## config.mk

```make
export PLATFORM = sky130hd
export DESIGN_NAME = url_percent_decoder_core
export DESIGN_NICKNAME = d
export VERILOG_FILES = /design/src/rtl/upd_pkg.sv /design/src/rtl/upd_front.sv /design/src/rtl/upd_queue.sv /design/src/rtl/upd_back.sv /design/src/rtl/url_percent_decoder_core.sv
export SDC_FILE = /design/constraint.sdc
export NUM_CORES = 1
export LEC_CHECK = 0
export ABC_AREA = 1
export BUFFER_PORTS_ARGS = -buffer_cell sky130_fd_sc_hd__buf_2
export CAP_MARGIN = 20
export CELL_PAD_IN_SITES_DETAIL_PLACEMENT = 1
export CELL_PAD_IN_SITES_GLOBAL_PLACEMENT = 1
export CORE_ASPECT_RATIO = 1.1
export CORE_MARGIN = 2
export CORE_UTILIZATION = 45
export DETAILED_ROUTE_END_ITERATION = 12
export PLACE_DENSITY_LB_ADDON = 0.1
export SYNTH_ARGS = -nofsm -noshare
export SYNTH_HDL_FRONTEND = slang
export SYNTH_SLANG_ARGS = --single-unit
```

## constraint.sdc

```tcl
create_clock -name clk_i -period 3.3 [get_ports clk_i]
set_clock_uncertainty 0.05 [all_clocks]
set_input_delay 0.66 -clock clk_i [delete_from_list [all_inputs] [get_ports clk_i]]
set_output_delay 0.66 -clock clk_i [all_outputs]
set_load 0.03 [all_outputs]
```

## src/rtl/upd_pkg.sv

```systemverilog
// upd_pkg: shared types and character constants for the url percent decoder.
// No dependencies; imported by every module of the decoder.
`default_nettype none

package upd_pkg;

  // one input beat
  typedef struct packed {
    logic [7:0] in_char;
    logic       end_of_string;
  } upd_in_t;

  // one result beat
  typedef struct packed {
    logic [7:0] out_char;
    logic       is_terminator;
    logic       last_of_run;
  } upd_out_t;

  // most results one input byte can cause
  localparam int RunMax = 3;

  // results caused by one input beat; a terminator is always the last one
  typedef struct packed {
    logic [1:0]              cnt;
    logic [RunMax-1:0][7:0]  chars;
    logic                    term;
  } upd_run_t;

  // run queue between front and back
  localparam int QueueAw    = 2;
  localparam int QueueDepth = 1 << QueueAw;

  localparam logic [7:0] CharPercent = 8'h25;
  localparam logic [7:0] CharPlus    = 8'h2B;
  localparam logic [7:0] CharSpace   = 8'h20;
  localparam logic [7:0] CharNul     = 8'h00;

endpackage

`default_nettype wire

```

## src/rtl/upd_front.sv

```systemverilog
// upd_front: escape tracking and classification of each input byte into a run.
// Depends on upd_pkg; feeds upd_queue.
`default_nettype none

module upd_front (
  input  wire logic             clk_i,
  input  wire logic             rst_ni,
  input  wire upd_pkg::upd_in_t in_i,
  input  wire logic             in_valid_i,
  output logic                  in_ready_o,
  input  wire logic             q_ready_i,
  output upd_pkg::upd_run_t     run_o,
  output logic                  push_o
);
  import upd_pkg::*;

  typedef enum logic [1:0] {
    PhIdle,
    PhPercent,
    PhDigit
  } phase_e;

  function automatic logic is_hex(input logic [7:0] c);
    return (c >= 8'h30 && c <= 8'h39) || (c >= 8'h61 && c <= 8'h66) ||
           (c >= 8'h41 && c <= 8'h46);
  endfunction

  function automatic logic [3:0] hex_value(input logic [7:0] c);
    logic [7:0] v;
    v = 8'h00;
    if (c >= 8'h30 && c <= 8'h39) v = c - 8'h30;
    else if (c >= 8'h61 && c <= 8'h66) v = c - 8'h57;
    else if (c >= 8'h41 && c <= 8'h46) v = c - 8'h37;
    return v[3:0];
  endfunction

  phase_e     phase_q, phase_d;
  logic [7:0] held_q, held_d;

  upd_run_t               run;
  logic [1:0]             pfx_cnt;
  logic [RunMax-1:0][7:0] pfx_chars;
  logic                   accept;

  assign in_ready_o = q_ready_i;
  assign accept     = in_valid_i && in_ready_o;

  always_comb begin
    // literal flush of a pending escape
    pfx_chars = '0;
    case (phase_q)
      PhPercent: begin
        pfx_cnt      = 2'd1;
        pfx_chars[0] = CharPercent;
      end
      PhDigit: begin
        pfx_cnt      = 2'd2;
        pfx_chars[0] = CharPercent;
        pfx_chars[1] = held_q;
      end
      default: begin
        pfx_cnt = 2'd0;
      end
    endcase

    run     = '0;
    phase_d = PhIdle;
    held_d  = CharNul;

    if (in_i.end_of_string) begin
      run.chars = pfx_chars;
      run.cnt   = 2'(pfx_cnt + 2'd1);
      run.term  = 1'b1;
    end else if (phase_q == PhPercent && is_hex(in_i.in_char)) begin
      phase_d = PhDigit;
      held_d  = in_i.in_char;
    end else if (phase_q == PhDigit && is_hex(in_i.in_char)) begin
      run.chars[0] = {hex_value(held_q), hex_value(in_i.in_char)};
      run.cnt      = 2'd1;
    end else begin
      run.chars = pfx_chars;
      if (in_i.in_char == CharPercent) begin
        run.cnt = pfx_cnt;
        phase_d = PhPercent;
      end else begin
        run.chars[pfx_cnt] = (in_i.in_char == CharPlus) ? CharSpace : in_i.in_char;
        run.cnt            = 2'(pfx_cnt + 2'd1);
      end
    end
  end

  assign run_o  = run;
  assign push_o = accept && (run.cnt != 2'd0);

  always_ff @(posedge clk_i or negedge rst_ni) begin
    if (!rst_ni) begin
      phase_q <= PhIdle;
      held_q  <= CharNul;
    end else if (accept) begin
      phase_q <= phase_d;
      held_q  <= held_d;
    end
  end

endmodule

`default_nettype wire

```

## src/rtl/upd_queue.sv

```systemverilog
// upd_queue: small flop-based queue of runs between front and back.
// Depends on upd_pkg for the run type and depth.
`default_nettype none

module upd_queue (
  input  wire logic              clk_i,
  input  wire logic              rst_ni,
  input  wire logic              push_i,
  input  wire upd_pkg::upd_run_t run_i,
  output logic                   ready_o,
  input  wire logic              pop_i,
  output upd_pkg::upd_run_t      head_o,
  output logic                   head_valid_o
);
  import upd_pkg::*;

  localparam logic [QueueAw:0] FullCnt = (QueueAw + 1)'(QueueDepth);

  upd_run_t           mem_q [QueueDepth];
  logic [QueueAw-1:0] wr_ptr_q, rd_ptr_q;
  logic [QueueAw:0]   cnt_q, cnt_d;

  assign ready_o      = cnt_q != FullCnt;
  assign head_valid_o = cnt_q != '0;
  assign head_o       = mem_q[rd_ptr_q];

  always_comb begin
    cnt_d = cnt_q;
    if (push_i && !pop_i) cnt_d = cnt_q + 1'b1;
    else if (!push_i && pop_i) cnt_d = cnt_q - 1'b1;
  end

  always_ff @(posedge clk_i or negedge rst_ni) begin
    if (!rst_ni) begin
      wr_ptr_q <= '0;
      rd_ptr_q <= '0;
      cnt_q    <= '0;
    end else begin
      if (push_i) wr_ptr_q <= wr_ptr_q + 1'b1;
      if (pop_i) rd_ptr_q <= rd_ptr_q + 1'b1;
      cnt_q <= cnt_d;
    end
  end

  always_ff @(posedge clk_i) begin
    if (push_i) mem_q[wr_ptr_q] <= run_i;
  end

  a_no_push_full: assert property (@(posedge clk_i) disable iff (!rst_ni)
    push_i |-> ready_o) else $error("queue push while full");
  a_no_pop_empty: assert property (@(posedge clk_i) disable iff (!rst_ni)
    pop_i |-> head_valid_o) else $error("queue pop while empty");
  a_cnt_range: assert property (@(posedge clk_i) disable iff (!rst_ni)
    cnt_q <= FullCnt) else $error("queue count out of range");

endmodule

`default_nettype wire

```

## src/rtl/upd_back.sv

```systemverilog
// upd_back: unrolls queued runs into single results through an output register.
// Depends on upd_pkg; pops from upd_queue.
`default_nettype none

module upd_back (
  input  wire logic              clk_i,
  input  wire logic              rst_ni,
  input  wire upd_pkg::upd_run_t head_i,
  input  wire logic              head_valid_i,
  output logic                   pop_o,
  output upd_pkg::upd_out_t      out_o,
  output logic                   out_valid_o,
  input  wire logic              out_ready_i
);
  import upd_pkg::*;

  logic [1:0] idx_q;
  logic       out_valid_q;
  upd_out_t   out_q;
  logic       load;
  logic       last_el;

  assign load    = head_valid_i && (!out_valid_q || out_ready_i);
  assign last_el = idx_q == 2'(head_i.cnt - 2'd1);
  assign pop_o   = load && last_el;

  always_ff @(posedge clk_i or negedge rst_ni) begin
    if (!rst_ni) begin
      out_valid_q <= 1'b0;
      idx_q       <= '0;
    end else if (load) begin
      out_valid_q <= 1'b1;
      idx_q       <= last_el ? 2'd0 : 2'(idx_q + 2'd1);
    end else if (out_ready_i) begin
      out_valid_q <= 1'b0;
    end
  end

  // terminator slot carries a zero byte from the front
  always_ff @(posedge clk_i) begin
    if (load) begin
      out_q.out_char      <= head_i.chars[idx_q];
      out_q.is_terminator <= head_i.term && last_el;
      out_q.last_of_run   <= last_el;
    end
  end

  assign out_o       = out_q;
  assign out_valid_o = out_valid_q;

  a_term_last: assert property (@(posedge clk_i) disable iff (!rst_ni)
    out_valid_q && out_q.is_terminator |-> out_q.last_of_run)
    else $error("terminator not last of run");
  a_term_zero: assert property (@(posedge clk_i) disable iff (!rst_ni)
    out_valid_q && out_q.is_terminator |-> out_q.out_char == CharNul)
    else $error("terminator carries nonzero byte");
  a_idx_range: assert property (@(posedge clk_i) disable iff (!rst_ni)
    head_valid_i |-> head_i.cnt != 2'd0 && idx_q < head_i.cnt)
    else $error("run index beyond run length");

endmodule

`default_nettype wire

```

## src/rtl/url_percent_decoder_core.sv

```systemverilog
// url_percent_decoder_core: form-style url percent decoder, top level.
// Instantiates upd_front, upd_queue and upd_back; types from upd_pkg.
`default_nettype none

// Takes one encoded byte per beat and returns decoded bytes: %hh (either case) gives the
// byte, plus gives a space, a broken escape is passed on literally, and an end-of-string
// beat flushes any pending escape and then gives a terminator result. The input side
// accepts one beat per cycle while the four-entry run queue has room; the output side
// delivers one result per cycle from its output register while the receiver is ready. A
// byte that causes two or three results (a broken escape, or end of string after a
// pending escape) holds the output for all of them; the queue absorbs such bursts, so
// sustained input rate is one byte per cycle as long as results average no more than one
// per byte and the output is not stalled. Runs pass through the queue into the output register.
module url_percent_decoder_core (
  input  wire logic             clk_i,
  input  wire logic             rst_ni,
  input  wire upd_pkg::upd_in_t in_i,
  input  wire logic             in_valid_i,
  output logic                  in_ready_o,
  output upd_pkg::upd_out_t     out_o,
  output logic                  out_valid_o,
  input  wire logic             out_ready_i
);
  import upd_pkg::*;

  upd_run_t run;
  upd_run_t head;
  logic     push;
  logic     q_ready;
  logic     pop;
  logic     head_valid;

  upd_front u_front (
    .clk_i     (clk_i),
    .rst_ni    (rst_ni),
    .in_i      (in_i),
    .in_valid_i(in_valid_i),
    .in_ready_o(in_ready_o),
    .q_ready_i (q_ready),
    .run_o     (run),
    .push_o    (push)
  );

  upd_queue u_queue (
    .clk_i       (clk_i),
    .rst_ni      (rst_ni),
    .push_i      (push),
    .run_i       (run),
    .ready_o     (q_ready),
    .pop_i       (pop),
    .head_o      (head),
    .head_valid_o(head_valid)
  );

  upd_back u_back (
    .clk_i       (clk_i),
    .rst_ni      (rst_ni),
    .head_i      (head),
    .head_valid_i(head_valid),
    .pop_o       (pop),
    .out_o       (out_o),
    .out_valid_o (out_valid_o),
    .out_ready_i (out_ready_i)
  );

endmodule

`default_nettype wire

```

# --- Word-level counts from Yosys, hierarchy flattened ---
# Memory sizes are Yosys's and may differ from the RTL's.
# Cells that the tools add are included.
word_totals:
  memories: 1
  word_cells: 108
  latchBits: 0
  ff_bits: 30
  ram_bits: 108
  out_inout_bits: 12
  inputBits: 13
  mem_bits_ro: 0
mem_list:
  columns: ["name", "words", "width", "rd", "rd_clocked_by_memory_dff", "write_ports", "line_no", "text"]
  rows:
  - ["u_queue.mem_q", 4, 27, 1, 0, 1, "upd_queue.sv:19", "upd_run_t mem_q [QueueDepth];"]
classes:
  n_div: 0
  muxes: 36
  bitwise: 0
  n_reduce_logical: 27
  n_shift: 0
  eq_ne: 6
  n_lt_le_gt_ge: 15
  n_mul: 0
  n_addsub: 13
op_table:
  columns: ["operator", "n"]
  rows:
  - ["$mux W8", 7]
  - ["$mux W26", 2]
  - ["$ge A8 B7 Y1 const B", 4]
  - ["$le A8 B7 Y1 const B", 4]
  - ["$bwmux W24", 1]
  - ["$mux W24", 1]
  - ["$mux W4", 6]
  - ["$bmux W8 S2", 1]
  - ["$demux W8 S2", 1]
  - ["$eq A8 B6 Y1 const B", 2]
  - ["$ge A8 B6 Y1 const B", 2]
  - ["$le A8 B6 Y1 const B", 2]
  - ["$logic_and A1 B1 Y1", 16]
  - ["$mux W16", 1]
  - ["$sub A4 B3 Y4 const B", 4]
  - ["$mux W2", 6]
  - ["$add A2 B1 Y2 const B", 4]
  - ["$sub A4 B1 Y4 const B", 2]
  - ["$lt A2 B3 Y1 const B", 2]
  - ["$mux W1", 6]
  - ["$mux W3", 2]
  - ["$mux W6", 1]
  - ["$reduce_bool A2 Y1", 3]
  - ["$pmux W2 S2", 1]
  - ["12 further kinds", 16]

# --- Logic depth before layout (Yosys ltp) ---
logic_depth:
  depth_word: 17
  ltp_mapped: 18
  depth_no_buf: 18

# --- Cells and area by module ---
# A second synthesis with hierarchy kept.
hier_totals:
  cells_unflattened: 659
  hier_area_um2: 6850.3
by_module_without_submodules:
  columns: ["mod", "seq_area_each_um2", "cells_each", "area_per_inst_um2", "n_inst"]
  rows:
  - ["upd_queue", 3418.3, 363, 4740.8, 1]
  - ["upd_front", 250.2, 217, 1396.3, 1]
  - ["upd_back", 375.4, 79, 713.2, 1]

# --- Least setup slack after synthesis ---
# OpenSTA, ideal clock, no wires.
synth_path:
  kind: "in2reg"
  start: "input in_i[1] (netlist name)"
  end: "memory u_queue.mem_q[2][0] (netlist name), enable pin"
  setup_time_ns: 0.411
  required_ns: 2.839
  cell_stages: 11
  path_slack_ns: -0.055
  arrival_ns: 2.894
  n_path_buf: 0
  cell_sequence: "inv_1 > ha_1 > o21ai_1 > nand2_1 > nand3_2 > nor2_4 > a21oi_4 > nand2_1 > nand3_2 > nand2_2 > nor2_1"
synth_via:
  elab_chain_len: 12
  word_cells_on_any_way: 22
  cone_classes: "6 x order compare; 1 x eq/ne; 6 x mux; 9 x reduce/logical"
synth_lines:
  columns: ["element", "line_no", "text"]
  rows:
  - ["start: declaration", "url_percent_decoder_core.sv:17", "input wire upd_pkg::upd_in_t in_i,"]
  - ["$ge A8 B6 Y1, or another cell as far along", "upd_front.sv:24", "return (c >= 8'h30 && c <= 8'h39) || (c >= 8'h61 && c <= 8'h66) ||"]
  - ["$logic_and A1 B1 Y1", "upd_front.sv:24", null]
  - ["$logic_or A1 B1 Y1 (2 in a row)", "upd_front.sv:24", null]
  - ["$logic_and A1 B1 Y1", "upd_front.sv:77", "end else if (phase_q == PhDigit && is_hex(in_i.in_char)) begin"]
  - ["$mux W2", "upd_front.sv:77", null]
  - ["$mux W26 *", "upd_front.sv:74", "end else if (phase_q == PhPercent && is_hex(in_i.in_char)) begin"]
  - ["$mux W26 *", "upd_front.sv:70", "if (in_i.end_of_string) begin"]
  - ["$reduce_bool A2 Y1 *", "upd_front.sv:93", "assign push_o = accept && (run.cnt != 2'd0);"]
  - ["$logic_and A1 B1 Y1 *", "upd_front.sv:93", null]
  - ["$mux W1 *", "upd_queue.sv:46", "if (push_i) mem_q[wr_ptr_q] <= run_i;"]
  - ["$mux W1 (implied by the code) *", "upd_queue.sv:46", null]
  - ["end: declaration", "upd_queue.sv:19", null]
# Every way passes the cells marked *; elsewhere a longest branch is shown, timed or not.

# --- Final worst setup path ---
layout_path:
  start: "register u_queue.rd_ptr_q[0]"
  end: "register u_queue.cnt_q[2]"
layout_via:
  elab_chain_len: 7
  word_cells_on_any_way: 9
  cone_classes: "1 x add/sub; 1 x eq/ne; 1 x mux; 5 x reduce/logical; 1 x memory"
layout_lines:
  columns: ["element", "line_no", "text"]
  rows:
  - ["start: declaration", "upd_queue.sv:20", "logic [QueueAw-1:0] wr_ptr_q, rd_ptr_q;"]
  - ["start signal: assignment", "upd_queue.sv:40", "if (pop_i) rd_ptr_q <= rd_ptr_q + 1'b1;"]
  - ["$mem_v2 Z4 W27 *", null, null]
  - ["$sub A2 B1 Y2 *", "upd_back.sv:24", "assign last_el = idx_q == 2'(head_i.cnt - 2'd1);"]
  - ["$eq A2 B2 Y1 *", "upd_back.sv:24", null]
  - ["net u_back.last_el", "upd_back.sv:21", "logic last_el;"]
  - ["$logic_and A1 B1 Y1 *", "upd_back.sv:25", "assign pop_o = load && last_el;"]
  - ["$logic_not A1 Y1", "upd_queue.sv:29", "if (push_i && !pop_i) cnt_d = cnt_q + 1'b1;"]
  - ["$logic_and A1 B1 Y1", "upd_queue.sv:29", null]
  - ["$mux W3 or $reduce_bool A2 Y1 (tied branches)", null, null]
  - ["end signal: assignment", "upd_queue.sv:41", "cnt_q <= cnt_d;"]
  - ["end: declaration", "upd_queue.sv:21", "logic [QueueAw:0] cnt_q, cnt_d;"]
# Mark *: on every way through the listed nets, which the timed path passes. The rest lies on a longest branch.
# A chain may end at the register's enable or synchronous reset.

==> flow_summary.ini <==
[critical_path]
crit-reg2reg-capture = u_queue.cnt_q[2]
endpoint_kind = flip-flop
crit_path_start = u_queue.rd_ptr_q[0]
crit_end = u_queue.cnt_q[2]
crit_required_ns = 3.54
worst_setup_path_start_kind = flip-flop
reg2regPathDepth = 15
rrSetupSlack_ns = 0.44
cp_data_arrival_time_ns = 3.10
timing.rr.start = u_queue.rd_ptr_q[0]
worstSetupPathType = reg2reg
worstPathMaxFanout = 20

[layout]
layout.nets = 643
n_antenna_cell = 0
area_growth_pct = 16.5
multi_input_area_sq_um = 2010
drive_gt1_share_pct = 16.1
fillers = 1476
register_area_sq_um = 4040
fin_area_sq_um = 7380

[grt]
grt_use_total_pct = 24.2
grt_max_degree = 37
grt_pass1_wl_um = 26500
antenna_found_initial = 0
first_global_vias = 4793
overflow = 0

[sta]
setup_violations = 0
max_slew.worst_pin.slew_ns = 0.857
drv_slew = 0
period_minus_slack_ns = 2.86
fin_hold_ws_ns = 0.165
finalSetupTns_ns = 0
rsz0062_at_grt = false
timing.final.ws_setup_ns = 0.443
hold_viol = 0
timing.fmax_mhz = 350
slew_headroom_pct = 42.6
fin_crit_sh_pct = 86.6

[routing]
dr_wl_met3_um = 581
drt_iter0_markers = 420
drt_first_pass_iters = 5
viasPerCell = 5.54
drt-total-wl_um = 16700
wl_met1_um = 7350
antenna_left = 0
routed.top_layer = met4
drc = 0
wire_per_inst_um = 20.5
num_vias = 4517
wl_met2_um = 8590

[clocking]
tritoncts = done
clk_latency_ns = 0.42
post_cts_buffers = 0
cts_root_buffer = clkbuf_16
clkSlewWorstSetupHoldPaths_ns = 0.06
cts-htree-levels = 4
cts_made_buffers = 17
cts-resized-gates = 0
clockBufferDepth = 2
cts-hold-fix-buffers = 0
cts.sinks = 138

[placement]
io_buffers = 24
pre_cts_ws_ns = 0.0273
place.gp.congestion = 0.966
placed_cell_area_sq_um = 6800
dp_hpwl_um = 11100

[flow_run]
max_cap_violations = 0

[logic_synthesis]
yosys.area_share.adder_pct = 3.28
synth_compound_gate_area_share_pct = 13.2
synth_simple_gate_area_share_pct = 13.5
synthCells = 576
synthArstFlopShare_pct = 14.5
syn_area_sq_um = 6330
yosysSeqAreaShare_pct = 63.8
ys.flop_type = edfxtp_1
ys_warn_count = 0
synth_edf_count = 118
synth_fp_nets = 605
synth-seq-cells = 138
muxShareOfSynthArea_pct = 0
synthXorXnorAreaFrac_pct = 1.50
syn_avg_cell_area_sq_um = 11.0
synth_top_family_by_area = simple AND/OR/NAND/NOR gates
ys_types = 36

[floorplanning]
start_util_pct = 45.9
die-area_sq_um = 15000
die_y_um = 128
core_area_sq_um = 13800
core.rowCount = 45
ios = 25
fp.dieW_um = 117

[pwr]
peakVddDrop_mv = 0.420
total_power_w = 0.00641
power.density_nw_per_um2 = 869
p_leak_nw = 2.85

[outcome]
status = finished, final reports clean

[worst_hold_path]
hp-class = in2async
synthesized netlist by cell type, types with 2 or more instances:
cell	number	area share [%]
nand3_2	2	0.32
o21ai_1	2	0.16
nand2_1	77	4.6
dfrtp_1	20	7.9
o22ai_1	24	2.4
nand4_1	2	0.20
nor2_1	83	4.9
edfxtp_1	118	56
clkbuf_1	21	1.2
a32o_1	5	0.79
buf_2	3	0.24
nor2_4	2	0.36
inv_2	6	0.36
ha_1	15	3.0
o21ai_0	60	4.7
nand3_1	20	1.6
a21oi_1	14	1.1
xor2_1	8	1.1
nand2_2	4	0.40
nor3_1	3	0.24
inv_1	43	2.5
a31oi_1	3	0.30
o211ai_1	18	2.1
nor3_2	3	0.47
o221ai_1	9	1.2
flip-flops by register name, indices dropped and copies added, names as in the netlist:
| register | flops |
|---|---|
| u_queue.mem_q | 108 |
| u_back.out_o | 10 |
| u_front.held_q | 8 |
| u_queue.cnt_q | 3 |
| u_back.idx_q | 2 |
| u_front.phase_q | 2 |
| u_queue.rd_ptr_q | 2 |
| u_queue.wr_ptr_q | 2 |
| u_back.out_valid_o | 1 |
through the flow:
stage | utilization, % | std cells
finish | 53.5 | 815
global route | 53.5 | 815
CTS | 53.5 | 815
detailed placement | 49.3 | 783
global placement | 49.3 | 783
floorplan | - | 576
report_power, final:
part	switching (W)	total [W]	internal (W)	leakage [nW]
combinational	0.00145	0.00211	0.000655	1.21
clock	0.000733	0.00184	0.00111	0.278
sequential	0.000114	0.00246	0.00235	1.36
worst min path at each step:
stage / cells past startpoint / slack (ns) / start / endpoint
6_report: 1 / 0.16 / rst_ni / u_front.held_q[0]
2_1_floorplan: 0 / 0.31 / rst_ni / u_back.idx_q[0]
3_3_place_gp: 2 / 0.46 / u_queue.wr_ptr_q[1] / u_queue.wr_ptr_q[1]
4_1_cts: 1 / 0.17 / rst_ni / u_front.held_q[0]
5_1_grt: 1 / 0.19 / rst_ni / u_front.held_q[0]
3_5_place_dp: 2 / 0.48 / u_queue.wr_ptr_q[0] / u_queue.wr_ptr_q[0]
kinds of logic (layout without fill, tap and decap cells):
group / after synthesis / after routing
AND/OR/NAND/NOR: 200 / 200
AO/OA/AOI/OAI: 137 / 137
XOR/XNOR: 10 / 10
buffers and inverters: 75 / 126
adder cells (fa/ha/maj): 16 / 16
flip-flops: 138 / 138
layout by cell type, fill, tap and decap left out, types with 3 or more instances in the layout:
cell	Yosys	final
buf_12	0	4
edfxtp_1	118	118
o21ai_0	60	60
clkinv_2	0	3
a21oi_1	14	14
nor2_2	1	5
buf_4	0	16
nand2_2	4	4
clkinv_1	1	3
o22ai_1	24	24
o211ai_1	18	18
nand3_1	20	20
clkinv_4	0	4
o221ai_1	9	9
inv_2	6	6
buf_2	3	24
xor2_1	8	8
nor2_1	83	79
nand2_1	77	77
clkbuf_16	0	17
inv_1	43	43
nor3_2	3	3
nor3_1	3	3
dfrtp_1	20	20
a32o_1	5	5
ha_1	15	15
final cells by class:
type                    count  area share [%]
clock inverters            15            2.04
inverters                  50            2.54
multi-input cells         363            27.3
repair buffers             44            4.34
clock buffers              17            5.77
flip-flops and latches    138            54.8
well taps                 188            3.19
critical path: stages (launching register included):
cell and delay (ns):
dfrtp_1 0.40, inv_2 0.29, nand2_1 0.11, nand3_1 0.12, nand3_1 0.12, nand2_1 0.10
nand2_1 0.06, nand2_1 0.09, inv_1 0.08, nand2_1 0.20, ha_1 0.20, inv_1 0.07
fa_1 0.39, a21oi_1 0.17, o21ai_0 0.12, xor2_1 0.15
per-layer routing:
layer | track usage [%] | up-vias
li1 | - | 2123
met2 | 40.6 | 86
met5 | 0 | -
met4 | 7.82 | 0
met3 | 4.99 | 10
met1 | 31.5 | 2298
Note: power is estimated with default switching activity, not from simulation.
